==> src/hw/rtl/skbh_pkg.sv <==
package skbh_pkg;

	// Hash arithmetic constants
	localparam int HASH_W = 30;
	localparam int ACC_W = 38;
	localparam int RED_STEPS = 8;
	localparam int STEP_W = 3;
	localparam logic [ACC_W-1:0] HASH_MOD_ACC = 38'd1000000009;
	localparam logic [ACC_W-1:0] HASH_BASE_ACC = 38'd53;

	// Queue between front and back
	localparam int QUEUE_DEPTH = 2;
	localparam int QPTR_W = 1;

	// One finished key hash moving into or out of the queue
	typedef struct packed {
		logic              valid;
		logic [HASH_W-1:0] hash;
	} hash_req_t;

endpackage

==> src/hw/rtl/skbh_front.sv <==
module skbh_front (
	input  logic                clk,
	input  logic                arst_n,
	input  logic                s_tvalid,
	output logic                s_tready,
	input  logic [7:0]          s_tdata,   // [7:0] key_byte
	input  logic                s_tlast,   // key_last
	output skbh_pkg::hash_req_t push_req,
	input  logic                push_ready
);

	localparam logic [1:0] ST_IDLE = 2'd0;
	localparam logic [1:0] ST_RED  = 2'd1;
	localparam logic [1:0] ST_PUSH = 2'd2;

	logic [1:0]                       state_q;
	logic [skbh_pkg::HASH_W-1:0]      hash_q;
	logic [skbh_pkg::HASH_W-1:0]      power_q;
	logic [skbh_pkg::ACC_W-1:0]       acc_q;
	logic [skbh_pkg::ACC_W-1:0]       pw_q;
	logic [skbh_pkg::STEP_W-1:0]      step_q;
	logic                             last_q;

	logic [skbh_pkg::ACC_W-1:0]       mod_shift;
	logic [skbh_pkg::ACC_W-1:0]       acc_nxt;
	logic [skbh_pkg::ACC_W-1:0]       pw_nxt;
	logic [skbh_pkg::ACC_W-1:0]       acc_init;
	logic [skbh_pkg::ACC_W-1:0]       pw_init;

	assign s_tready = (state_q == ST_IDLE);
	assign push_req.valid = (state_q == ST_PUSH);
	assign push_req.hash = hash_q;

	// hash + byte * power, and power * 53, before reduction
	assign acc_init = skbh_pkg::ACC_W'(hash_q)
		+ skbh_pkg::ACC_W'(s_tdata) * skbh_pkg::ACC_W'(power_q);
	assign pw_init = skbh_pkg::ACC_W'(power_q) * skbh_pkg::HASH_BASE_ACC;

	// one restoring step: subtract mod << step when it fits
	assign mod_shift = skbh_pkg::HASH_MOD_ACC << step_q;
	assign acc_nxt = (acc_q >= mod_shift) ? acc_q - mod_shift : acc_q;
	assign pw_nxt = (pw_q >= mod_shift) ? pw_q - mod_shift : pw_q;

	always_ff @(posedge clk or negedge arst_n) begin
		if (!arst_n) begin
			state_q <= ST_IDLE;
			hash_q <= '0;
			power_q <= skbh_pkg::HASH_W'(1);
			acc_q <= '0;
			pw_q <= '0;
			step_q <= '0;
			last_q <= 1'b0;
		end else begin
			unique case (state_q)
				ST_IDLE: begin
					if (s_tvalid) begin
						acc_q <= acc_init;
						pw_q <= pw_init;
						last_q <= s_tlast;
						step_q <= skbh_pkg::STEP_W'(skbh_pkg::RED_STEPS - 1);
						state_q <= ST_RED;
					end
				end
				ST_RED: begin
					acc_q <= acc_nxt;
					pw_q <= pw_nxt;
					if (step_q == '0) begin
						hash_q <= acc_nxt[skbh_pkg::HASH_W-1:0];
						power_q <= pw_nxt[skbh_pkg::HASH_W-1:0];
						state_q <= last_q ? ST_PUSH : ST_IDLE;
					end else begin
						step_q <= step_q - 1'b1;
					end
				end
				ST_PUSH: begin
					// key done: hand off and restart the running state
					if (push_ready) begin
						hash_q <= '0;
						power_q <= skbh_pkg::HASH_W'(1);
						state_q <= ST_IDLE;
					end
				end
				default: begin
					state_q <= ST_IDLE;
				end
			endcase
		end
	end

endmodule

==> src/hw/rtl/skbh_queue.sv <==
module skbh_queue (
	input  logic                clk,
	input  logic                arst_n,
	input  skbh_pkg::hash_req_t push_req,
	output logic                push_ready,
	output skbh_pkg::hash_req_t pop_req,
	input  logic                pop
);

	localparam int CNT_W = skbh_pkg::QPTR_W + 1;

	logic [skbh_pkg::HASH_W-1:0] entries_q [skbh_pkg::QUEUE_DEPTH];
	logic [skbh_pkg::QPTR_W-1:0] wr_ptr_q;
	logic [skbh_pkg::QPTR_W-1:0] rd_ptr_q;
	logic [CNT_W-1:0]            count_q;
	logic                        do_push;
	logic                        do_pop;

	assign push_ready = (count_q != CNT_W'(skbh_pkg::QUEUE_DEPTH));
	assign do_push = push_req.valid && push_ready;
	assign do_pop = pop && (count_q != '0);
	assign pop_req.valid = (count_q != '0);
	assign pop_req.hash = entries_q[rd_ptr_q];

	// storage
	always_ff @(posedge clk) begin
		if (do_push) begin
			entries_q[wr_ptr_q] <= push_req.hash;
		end
	end

	// pointers and fill count
	always_ff @(posedge clk or negedge arst_n) begin
		if (!arst_n) begin
			wr_ptr_q <= '0;
			rd_ptr_q <= '0;
			count_q <= '0;
		end else begin
			if (do_push) begin
				wr_ptr_q <= wr_ptr_q + 1'b1;
			end
			if (do_pop) begin
				rd_ptr_q <= rd_ptr_q + 1'b1;
			end
			if (do_push && !do_pop) begin
				count_q <= count_q + 1'b1;
			end else if (do_pop && !do_push) begin
				count_q <= count_q - 1'b1;
			end
		end
	end

endmodule

==> src/hw/rtl/skbh_back.sv <==
module skbh_back #(
	parameter int BUCKET_WIDTH = 16,
	localparam int TDATA_W = ((skbh_pkg::HASH_W + BUCKET_WIDTH + 7) / 8) * 8
) (
	input  logic                    clk,
	input  logic                    arst_n,
	input  skbh_pkg::hash_req_t     pop_req,
	output logic                    pop,
	input  logic [BUCKET_WIDTH-1:0] bucket_count,
	output logic                    m_tvalid,
	input  logic                    m_tready,
	output logic [TDATA_W-1:0]      m_tdata
);

	localparam int CNT_W = $clog2(skbh_pkg::HASH_W);

	logic                        busy_q;
	logic [CNT_W-1:0]            cnt_q;
	logic [skbh_pkg::HASH_W-1:0] dvd_q;
	logic [skbh_pkg::HASH_W-1:0] hv_q;
	logic [BUCKET_WIDTH-1:0]     div_q;
	logic [BUCKET_WIDTH-1:0]     rem_q;
	logic                        m_tvalid_q;
	logic [TDATA_W-1:0]          m_tdata_q;

	logic [BUCKET_WIDTH:0]       trial;
	logic [BUCKET_WIDTH:0]       diff;
	logic [BUCKET_WIDTH-1:0]     rem_nxt;
	logic [BUCKET_WIDTH-1:0]     bucket;
	logic                        out_free;
	logic                        finish;

	assign pop = !busy_q && pop_req.valid;
	assign out_free = !m_tvalid_q || m_tready;
	assign finish = busy_q && (cnt_q == '0) && out_free;
	assign m_tvalid = m_tvalid_q;
	assign m_tdata = m_tdata_q;

	// restoring remainder step, one hash bit per cycle; the last bit waits for a free output
	assign trial = {rem_q, dvd_q[skbh_pkg::HASH_W-1]};
	assign diff = trial - {1'b0, div_q};
	assign rem_nxt = (trial >= {1'b0, div_q}) ? diff[BUCKET_WIDTH-1:0]
		: trial[BUCKET_WIDTH-1:0];
	// zero bucket count gives index 0
	assign bucket = (div_q == '0) ? '0 : rem_nxt;

	always_ff @(posedge clk or negedge arst_n) begin
		if (!arst_n) begin
			busy_q <= 1'b0;
			cnt_q <= '0;
		end else if (pop) begin
			busy_q <= 1'b1;
			cnt_q <= CNT_W'(skbh_pkg::HASH_W - 1);
		end else if (busy_q && cnt_q != '0) begin
			cnt_q <= cnt_q - 1'b1;
		end else if (finish) begin
			busy_q <= 1'b0;
		end
	end

	// divider datapath
	always_ff @(posedge clk) begin
		if (pop) begin
			dvd_q <= pop_req.hash;
			hv_q <= pop_req.hash;
			div_q <= bucket_count;
			rem_q <= '0;
		end else if (busy_q && cnt_q != '0) begin
			dvd_q <= {dvd_q[skbh_pkg::HASH_W-2:0], 1'b0};
			rem_q <= rem_nxt;
		end
	end

	// output register
	always_ff @(posedge clk or negedge arst_n) begin
		if (!arst_n) begin
			m_tvalid_q <= 1'b0;
		end else if (finish) begin
			m_tvalid_q <= 1'b1;
		end else if (m_tready) begin
			m_tvalid_q <= 1'b0;
		end
	end

	always_ff @(posedge clk) begin
		if (finish) begin
			m_tdata_q <= TDATA_W'({bucket, hv_q});
		end
	end

endmodule

==> src/hw/rtl/string_key_bucket_hash_core.sv <==
// Rolling polynomial hash of a byte-serial key (base 53, modulo 1000000009) with a
// bucket index equal to the hash modulo bucket_count (0 when bucket_count is 0).
// Send key bytes on s_*, with s_tlast on the final byte; each key yields one
// result on m_*. Each key byte occupies the front end until it is reduced: the
// accepting step forms hash + byte * power and power * 53, then eight restoring
// subtract steps reduce both modulo 1000000009. The last byte of a key then
// waits in a push state to enter a two-entry queue. The back end pops a hash and
// computes the bucket index with a bit-serial remainder, finishing one key before
// it pops the next, while the front keeps hashing the next key. bucket_count is
// sampled when the back end starts a key, so write it only while no key is in
// flight. No clearing pass is needed after reset.
module string_key_bucket_hash_core #(
	parameter int BUCKET_WIDTH = 16,
	localparam int TDATA_W = ((skbh_pkg::HASH_W + BUCKET_WIDTH + 7) / 8) * 8
) (
	input  logic                    clk,
	input  logic                    arst_n,
	input  logic                    s_tvalid,
	output logic                    s_tready,
	input  logic [7:0]              s_tdata,   // [7:0] key_byte
	input  logic                    s_tlast,   // key_last
	output logic                    m_tvalid,
	input  logic                    m_tready,
	output logic [TDATA_W-1:0]      m_tdata,   // [29:0] hash_value, then bucket_index
	input  logic                    cfg_valid,
	output logic                    cfg_ready,
	input  logic [BUCKET_WIDTH-1:0] cfg_data   // bucket_count
);

	logic [BUCKET_WIDTH-1:0] bucket_count_q;
	skbh_pkg::hash_req_t     push_req;
	skbh_pkg::hash_req_t     pop_req;
	logic                    push_ready;
	logic                    pop;

	assign cfg_ready = 1'b1;

	// bucket count register
	always_ff @(posedge clk or negedge arst_n) begin
		if (!arst_n) begin
			bucket_count_q <= BUCKET_WIDTH'(64);
		end else if (cfg_valid) begin
			bucket_count_q <= cfg_data;
		end
	end

	skbh_front u_front (
		.clk        (clk),
		.arst_n     (arst_n),
		.s_tvalid   (s_tvalid),
		.s_tready   (s_tready),
		.s_tdata    (s_tdata),
		.s_tlast    (s_tlast),
		.push_req   (push_req),
		.push_ready (push_ready)
	);

	skbh_queue u_queue (
		.clk        (clk),
		.arst_n     (arst_n),
		.push_req   (push_req),
		.push_ready (push_ready),
		.pop_req    (pop_req),
		.pop        (pop)
	);

	skbh_back #(
		.BUCKET_WIDTH (BUCKET_WIDTH)
	) u_back (
		.clk          (clk),
		.arst_n       (arst_n),
		.pop_req      (pop_req),
		.pop          (pop),
		.bucket_count (bucket_count_q),
		.m_tvalid     (m_tvalid),
		.m_tready     (m_tready),
		.m_tdata      (m_tdata)
	);

endmodule

==> config.mk <==
export PLATFORM = sky130hd
export DESIGN_NAME = string_key_bucket_hash_core
export DESIGN_NICKNAME = d
export VERILOG_FILES = /design/src/hw/rtl/skbh_pkg.sv /design/src/hw/rtl/skbh_front.sv /design/src/hw/rtl/skbh_queue.sv /design/src/hw/rtl/skbh_back.sv /design/src/hw/rtl/string_key_bucket_hash_core.sv
export SDC_FILE = /design/constraint.sdc
export NUM_CORES = 2
export LEC_CHECK = 0
export BUFFER_PORTS_ARGS = -buffer_cell sky130_fd_sc_hd__buf_2
export CORE_UTILIZATION = 50
export CTS_BUF_LIST = sky130_fd_sc_hd__clkbuf_8
export DETAILED_ROUTE_END_ITERATION = 12
export PLACE_DENSITY_LB_ADDON = 0.08
export SKIP_CTS_REPAIR_TIMING = 1
export SLEW_MARGIN = 20
export SYNTH_ARGS = -nofsm -noshare
export SYNTH_HDL_FRONTEND = slang
export SYNTH_SLANG_ARGS = --single-unit
==> constraint.sdc <==
create_clock -name clk -period 12.1 [get_ports clk]
set_clock_uncertainty 0.2 [all_clocks]
set_input_delay 2.42 -clock clk [delete_from_list [all_inputs] [get_ports clk]]
set_output_delay 2.42 -clock clk [all_outputs]
set_load 0.05 [all_outputs]
## Yosys cells after proc, flatten, opt, wreduce, memory -nomap -nowiden

Memories as Yosys holds them, arrays and structs flattened.
Cells that the tools add are included.

- Flip-flop bits (word level): 307
- Memories kept: 1
- Memory bits (writable): 60

Memory list:

| name | words | width | rd ports | clocked after memory_dff | write ports | line | text |
|---|---|---|---|---|---|---|---|
| u_queue.entries_q | 2 | 30 | 1 | 0 | 1 | skbh_queue.sv:12 | `logic [skbh_pkg::HASH_W-1:0] entries_q [skbh_pkg::QUEUE_DEPTH];` |

- Multiply operators: 2
- Shifts and indexed selects: 1
- Reductions and logical operators: 33
- Magnitude comparators: 3
- $add $sub $neg: 10
- Equal/unequal tests: 10
- Mux-type cells: 34

Operators by type and width:

| cell | number |
|---|---|
| $mux 30 | 6 |
| $mux 38 | 4 |
| $pmux 38 s2 | 2 |
| $pmux 30 s2 | 2 |
| $ge 38x38->1 | 2 |
| $sub 38x38->38 | 2 |
| $add 30x38->38 | 1 |
| $mul 8x30->38 | 1 |
| $shl 30x3->38 const A | 1 |
| $mul 30x6->36 const B | 1 |
| $ge 17x16->1 | 1 |
| $logic_not 16->1 | 1 |
| $mux 16 | 1 |
| $sub 16x16->16 | 1 |
| $reduce_and 3->1 | 5 |
| $reduce_bool 2->1 | 7 |
| $mux 2 | 6 |
| $mux 5 | 2 |
| $ne 2x2->1 const B | 5 |
| $logic_and 1x1->1 | 8 |
| $mux 1 | 7 |
| $mux 3 | 2 |
| $ne 2x1->1 const B | 3 |
| $pmux 2 s3 | 1 |
| other kinds (15) | 21 |

## Longest topological paths before layout

- Depth after elaboration: 6
- Gate-level depth with buffers: 22

## Modules after synthesis

From an unflattened synthesis, not the netlist that was laid out.

- Cells, all modules: 3362
- Area total of the unflattened synthesis: 31843.0 um2

By module, submodules not included:

| module | instances | cells an instance | area an instance (um2) | seq. area each (um2) |
|---|---|---|---|---|
| skbh_front | 1 | 2748 | 22779.3 | 3554.7 |
| skbh_back | 1 | 467 | 6017.0 | 4159.0 |
| skbh_queue | 1 | 111 | 2384.8 | 1901.8 |
| string_key_bucket_hash_core | 1 | 36 | 661.9 | 401.6 |

## Least setup slack after synthesis

No wires, ideal clock.

- Kind: input -> register
- Start: input s_tdata[7]
- End: register u_front.acc_q[33] (netlist name)
- Required time: 11777 ps
- Setup slack: 4550 ps
- Cell stages on the path: 20
- Path buffers: 1
- Data arrival time: 7227 ps
- Cell sequence: clkbuf_1 -> nand2_1 -> fa_1 -> fa_1 -> inv_1 -> fa_1 -> inv_1 -> fa_1 -> inv_1 -> ha_1 -> o211ai_1 -> a21oi_1 -> nor3_1 -> o41a_1 -> o31ai_2 -> a41oi_1 -> o21ai_1 -> a31oi_1 -> xnor2_1 -> o221a_1

- Word-level cells in the longest chain between the ends: 4

RTL lines:

| what | line | text |
|---|---|---|
| from (decl) | string_key_bucket_hash_core.sv:20 | `input logic [7:0] s_tdata,` |
| $mul 8x30->38 | skbh_front.sv:36 | `+ skbh_pkg::ACC_W'(s_tdata) * skbh_pkg::ACC_W'(power_q);` |
| $add 30x38->38 | skbh_front.sv:36 |  |
| $mux 38 | skbh_front.sv:56 | `if (s_tvalid) begin` |
| $pmux 38 s2 | skbh_front.sv:54 | `unique case (state_q)` |
| to (signal assigned) | skbh_front.sv:57 | `acc_q <= acc_init;` |
| to (signal assigned) | skbh_front.sv:65 | `acc_q <= acc_nxt;` |
| to (decl) | skbh_front.sv:19 | `logic [skbh_pkg::ACC_W-1:0] acc_q;` |

Every way passes these cells. The select of a mux whose other input is x is not followed.
A chain may end at the register's enable or synchronous reset.

## Final worst setup path

- Start: input s_tdata[1]
- End: register u_front.acc_q[33] (netlist name)

The elaborated chain is that of the path after synthesis.

==> flow_summary_export.csv <==
group,metric,value,unit
run_status,status,"finished clean",
placed_design,place.gp.congestion,0.9461,
routing,drt-pass1-iter-count,5,
floorplan,die-area,64220,um^2
final_layout,multi_input_comb_area,19760,um^2
logic_synthesis,synth_edf_count,182,
logic_synthesis,synth-seq-area-share,31.69,%
logic_synthesis,yosysWarningCount,0,
logic_synthesis,yosys.area.top_type_share,17.29,%
worst_setup_path,crit_fanout,30,
timing,worst_slack,4214,ps
grt,antenna_found_initial,2,
logic_synthesis,yosysTopAreaCell,"edfxtp_1",
routing,drtIter0Drc,1501,
logic_synthesis,yosys-top-cells-area,"edfxtp_1 (17%), fa_1 (16%), dfrtp_1 (13%), ha_1 (10%), inv_1 (4.1%)",
worst_setup_path,r2r_start,"u_front.power_q[5]",
routing,post_drt_wl_per_cell,21.57,um
clocking,clkTransAtPathRegs,60,ps
timing,worstMarginPinSlew,1045,ps
worst_setup_path,crit_type,"in -> reg",
floorplan,ioPinCount,81,
worst_setup_path,arrival,8230,ps
logic_synthesis,synth_area,31610,um^2
logic_synthesis,synth_top_cells_by_count,"inv_1 (348), nand2_1 (299), ha_1 (258)",
logic_synthesis,syn_inst,3178,
grt,grt_max_degree,78,
timing,drv_slew,0,
placed_design,place_inst,3986,
grt,grt_pass1_vias,25260,
grt,overflow,0,
logic_synthesis,syn_avg_cell_area,9.945,um^2
floorplan,die_width,253.4,um
clocking,cts_tree,"built",
worst_setup_path,r2r_cells,19,
final_layout,drive_above_1_share,10.09,%
logic_synthesis,ys_types,95,
routing,drc,0,
floorplan,floorplan.initialDensity,50.93,%
logic_synthesis,async_flop_share,46.05,%
min_path,hold_start,"u_back.hv_q[6]",
logic_synthesis,ys_ff_latch,367,
worst_setup_path,worstSetupStartpointType,"input pin",
routing,dr_total_vias,24060,
worst_setup_path,startpoint,"s_tdata[1]",
floorplan,core,62050,um^2
final_layout,fin_cells,4112,
timing,min_period,7886,ps
timing,finalCritPeriodShare,65.18,%
clocking,cts_buffer_depth,3,
clocking,cts_buffers,68,
routing,drt-vias-per-instance,5.851,
min_path,holdPathStages,0,
routing,wirelength,88.68,mm
floorplan,die_y,253.4,um
clocking,cts_root_buf,"clkbuf_8",
timing,max_freq,0.1268,GHz
timing,rsz0062_at_grt,"no",
grt,grt_first_pass_wirelength,140.5,mm
worst_setup_path,crit_required,12450,ps
worst_setup_path,end_kind,"flop",
worst_setup_path,rr_endpoint,"u_front.acc_q[33]",
routing,detail-route-antenna-nets,0,
final_layout,fillCellCount,5597,
timing,fin_setup_tns,0,ps
logic_synthesis,synth_most_common_cell,"inv_1",
clocking,clk-insertion-delay-late,670,ps
run,max_cap_viol_count,0,
final_layout,regArea,10020,um^2
timing,finalHoldViolCount,0,
min_path,hold_path.class,"reg -> reg",
grt,track_usage,28.62,%
clocking,cts_sinks,367,
placed_design,place_ws,3645,ps
clocking,h-tree-depth,3,
final_layout,syn_to_final_growth,7.965,%
placed_design,place_hpwl,67.20,mm
worst_setup_path,rrSetupSlack,5630,ps
final_layout,nets,3761,
logic_synthesis,synth_top_flop_cell,"edfxtp_1",
floorplan,row_count,91,
min_path,whs_endpoint,"u_back.m_tdata[6]",
placed_design,io_buffers,77,
timing,setup_viol,0,
timing,slew-limit-headroom,30.36,%
==> placed cells by master, fill, tap and decap left out, types with 28 or more instances in the layout <==
cell and count:
xnor2_1 79, clkbuf_8 77, nand2_1 298, nand3_1 39, inv_1 363, mux2i_1 49
o22ai_1 32, ha_1 257, edfxtp_1 182, nor2_1 142, o21a_1 28, fa_1 254
mux2_2 84, a21oi_1 176, o21ai_0 161, nor3_1 33, and2_1 167, a21o_1 89
buf_2 76, xor2_1 56, dfrtp_1 167
==> stage by stage <==
stage / hold WS (ps) / instance area (um^2) / utilization [%]
final: 212.6 / 34120 / 54.99
after global routing: 222.8 / 34120 / 54.98
after CTS: 212.5 / 34110 / 54.97
after detailed placement: 204.5 / 32730 / 52.74
after global placement: 200.3 / 32730 / 52.74
after floorplan: 200.3 / 31610 / -
==> flip-flops by register name (all words and copies together) (netlist names), 30 cells and up <==
register           cells
u_back.dvd_q          30
u_back.hv_q           30
u_back.m_tdata        46
u_front.acc_q         38
u_front.hash_q        30
u_front.power_q       30
u_front.pw_q          38
u_queue.entries_q     60
==> metal layers <==
layer / share of wire [%] / routed length [um] / global-route usage, %
met1: 41 / 36280 / 34.76
met2: 50 / 43900 / 49.74
met3: 4.7 / 4150 / 4.071
met4: 4.9 / 4325 / 13.84
met5: 0.023 / 20 / 0
==> cell families after synthesis <==
logic type	after synthesis	synth area share [%]
mux	133	4.545
flops	367	31.69
other cells	2	0.02376
fa+ha+maj	512	26.30
xor+xnor	135	3.741
simple gates	819	12.60
buf+inv	483	5.914
compound gates	727	15.18
==> critical path, cell delays in order <==
cell	delay [ps]
buf_2	530
nand2_1	160
fa_1	550
inv_1	70
fa_1	530
inv_1	60
fa_1	480
fa_1	560
inv_1	40
ha_1	370
o211ai_1	130
a21oi_1	210
nor3_1	120
o41a_1	490
o31ai_2	440
a41oi_1	290
o21ai_1	260
a31oi_1	130
xnor2_1	150
o221a_1	220
==> layout make-up <==
class	count	share of cell area (%)
Inverter	349	3.839
Sequential cell	367	29.36
Tap cell	837	3.069
Timing Repair Buffer	104	1.749
Antenna cell	3	0.02200
Clock buffer	76	3.065
Multi-Input combinational cell	2329	57.90
Clock inverter	47	0.9974
==> worst max-delay path by stage <==
stage / end / slack [ps] / cells past startpoint
6_report: u_front.acc_q[33] / 4210 / 20
5_1_grt: u_front.acc_q[33] / 4090 / 20
4_1_cts: u_front.acc_q[33] / 4360 / 20
3_5_place_dp: u_front.acc_q[33] / 3650 / 20
3_3_place_gp: u_front.acc_q[33] / 3730 / 20
2_1_floorplan: u_front.acc_q[33] / 4550 / 20
Power is left out: the tool's default activity adds up to more than one toggle a clock period on the data nets, which glitch-free logic cannot reach.
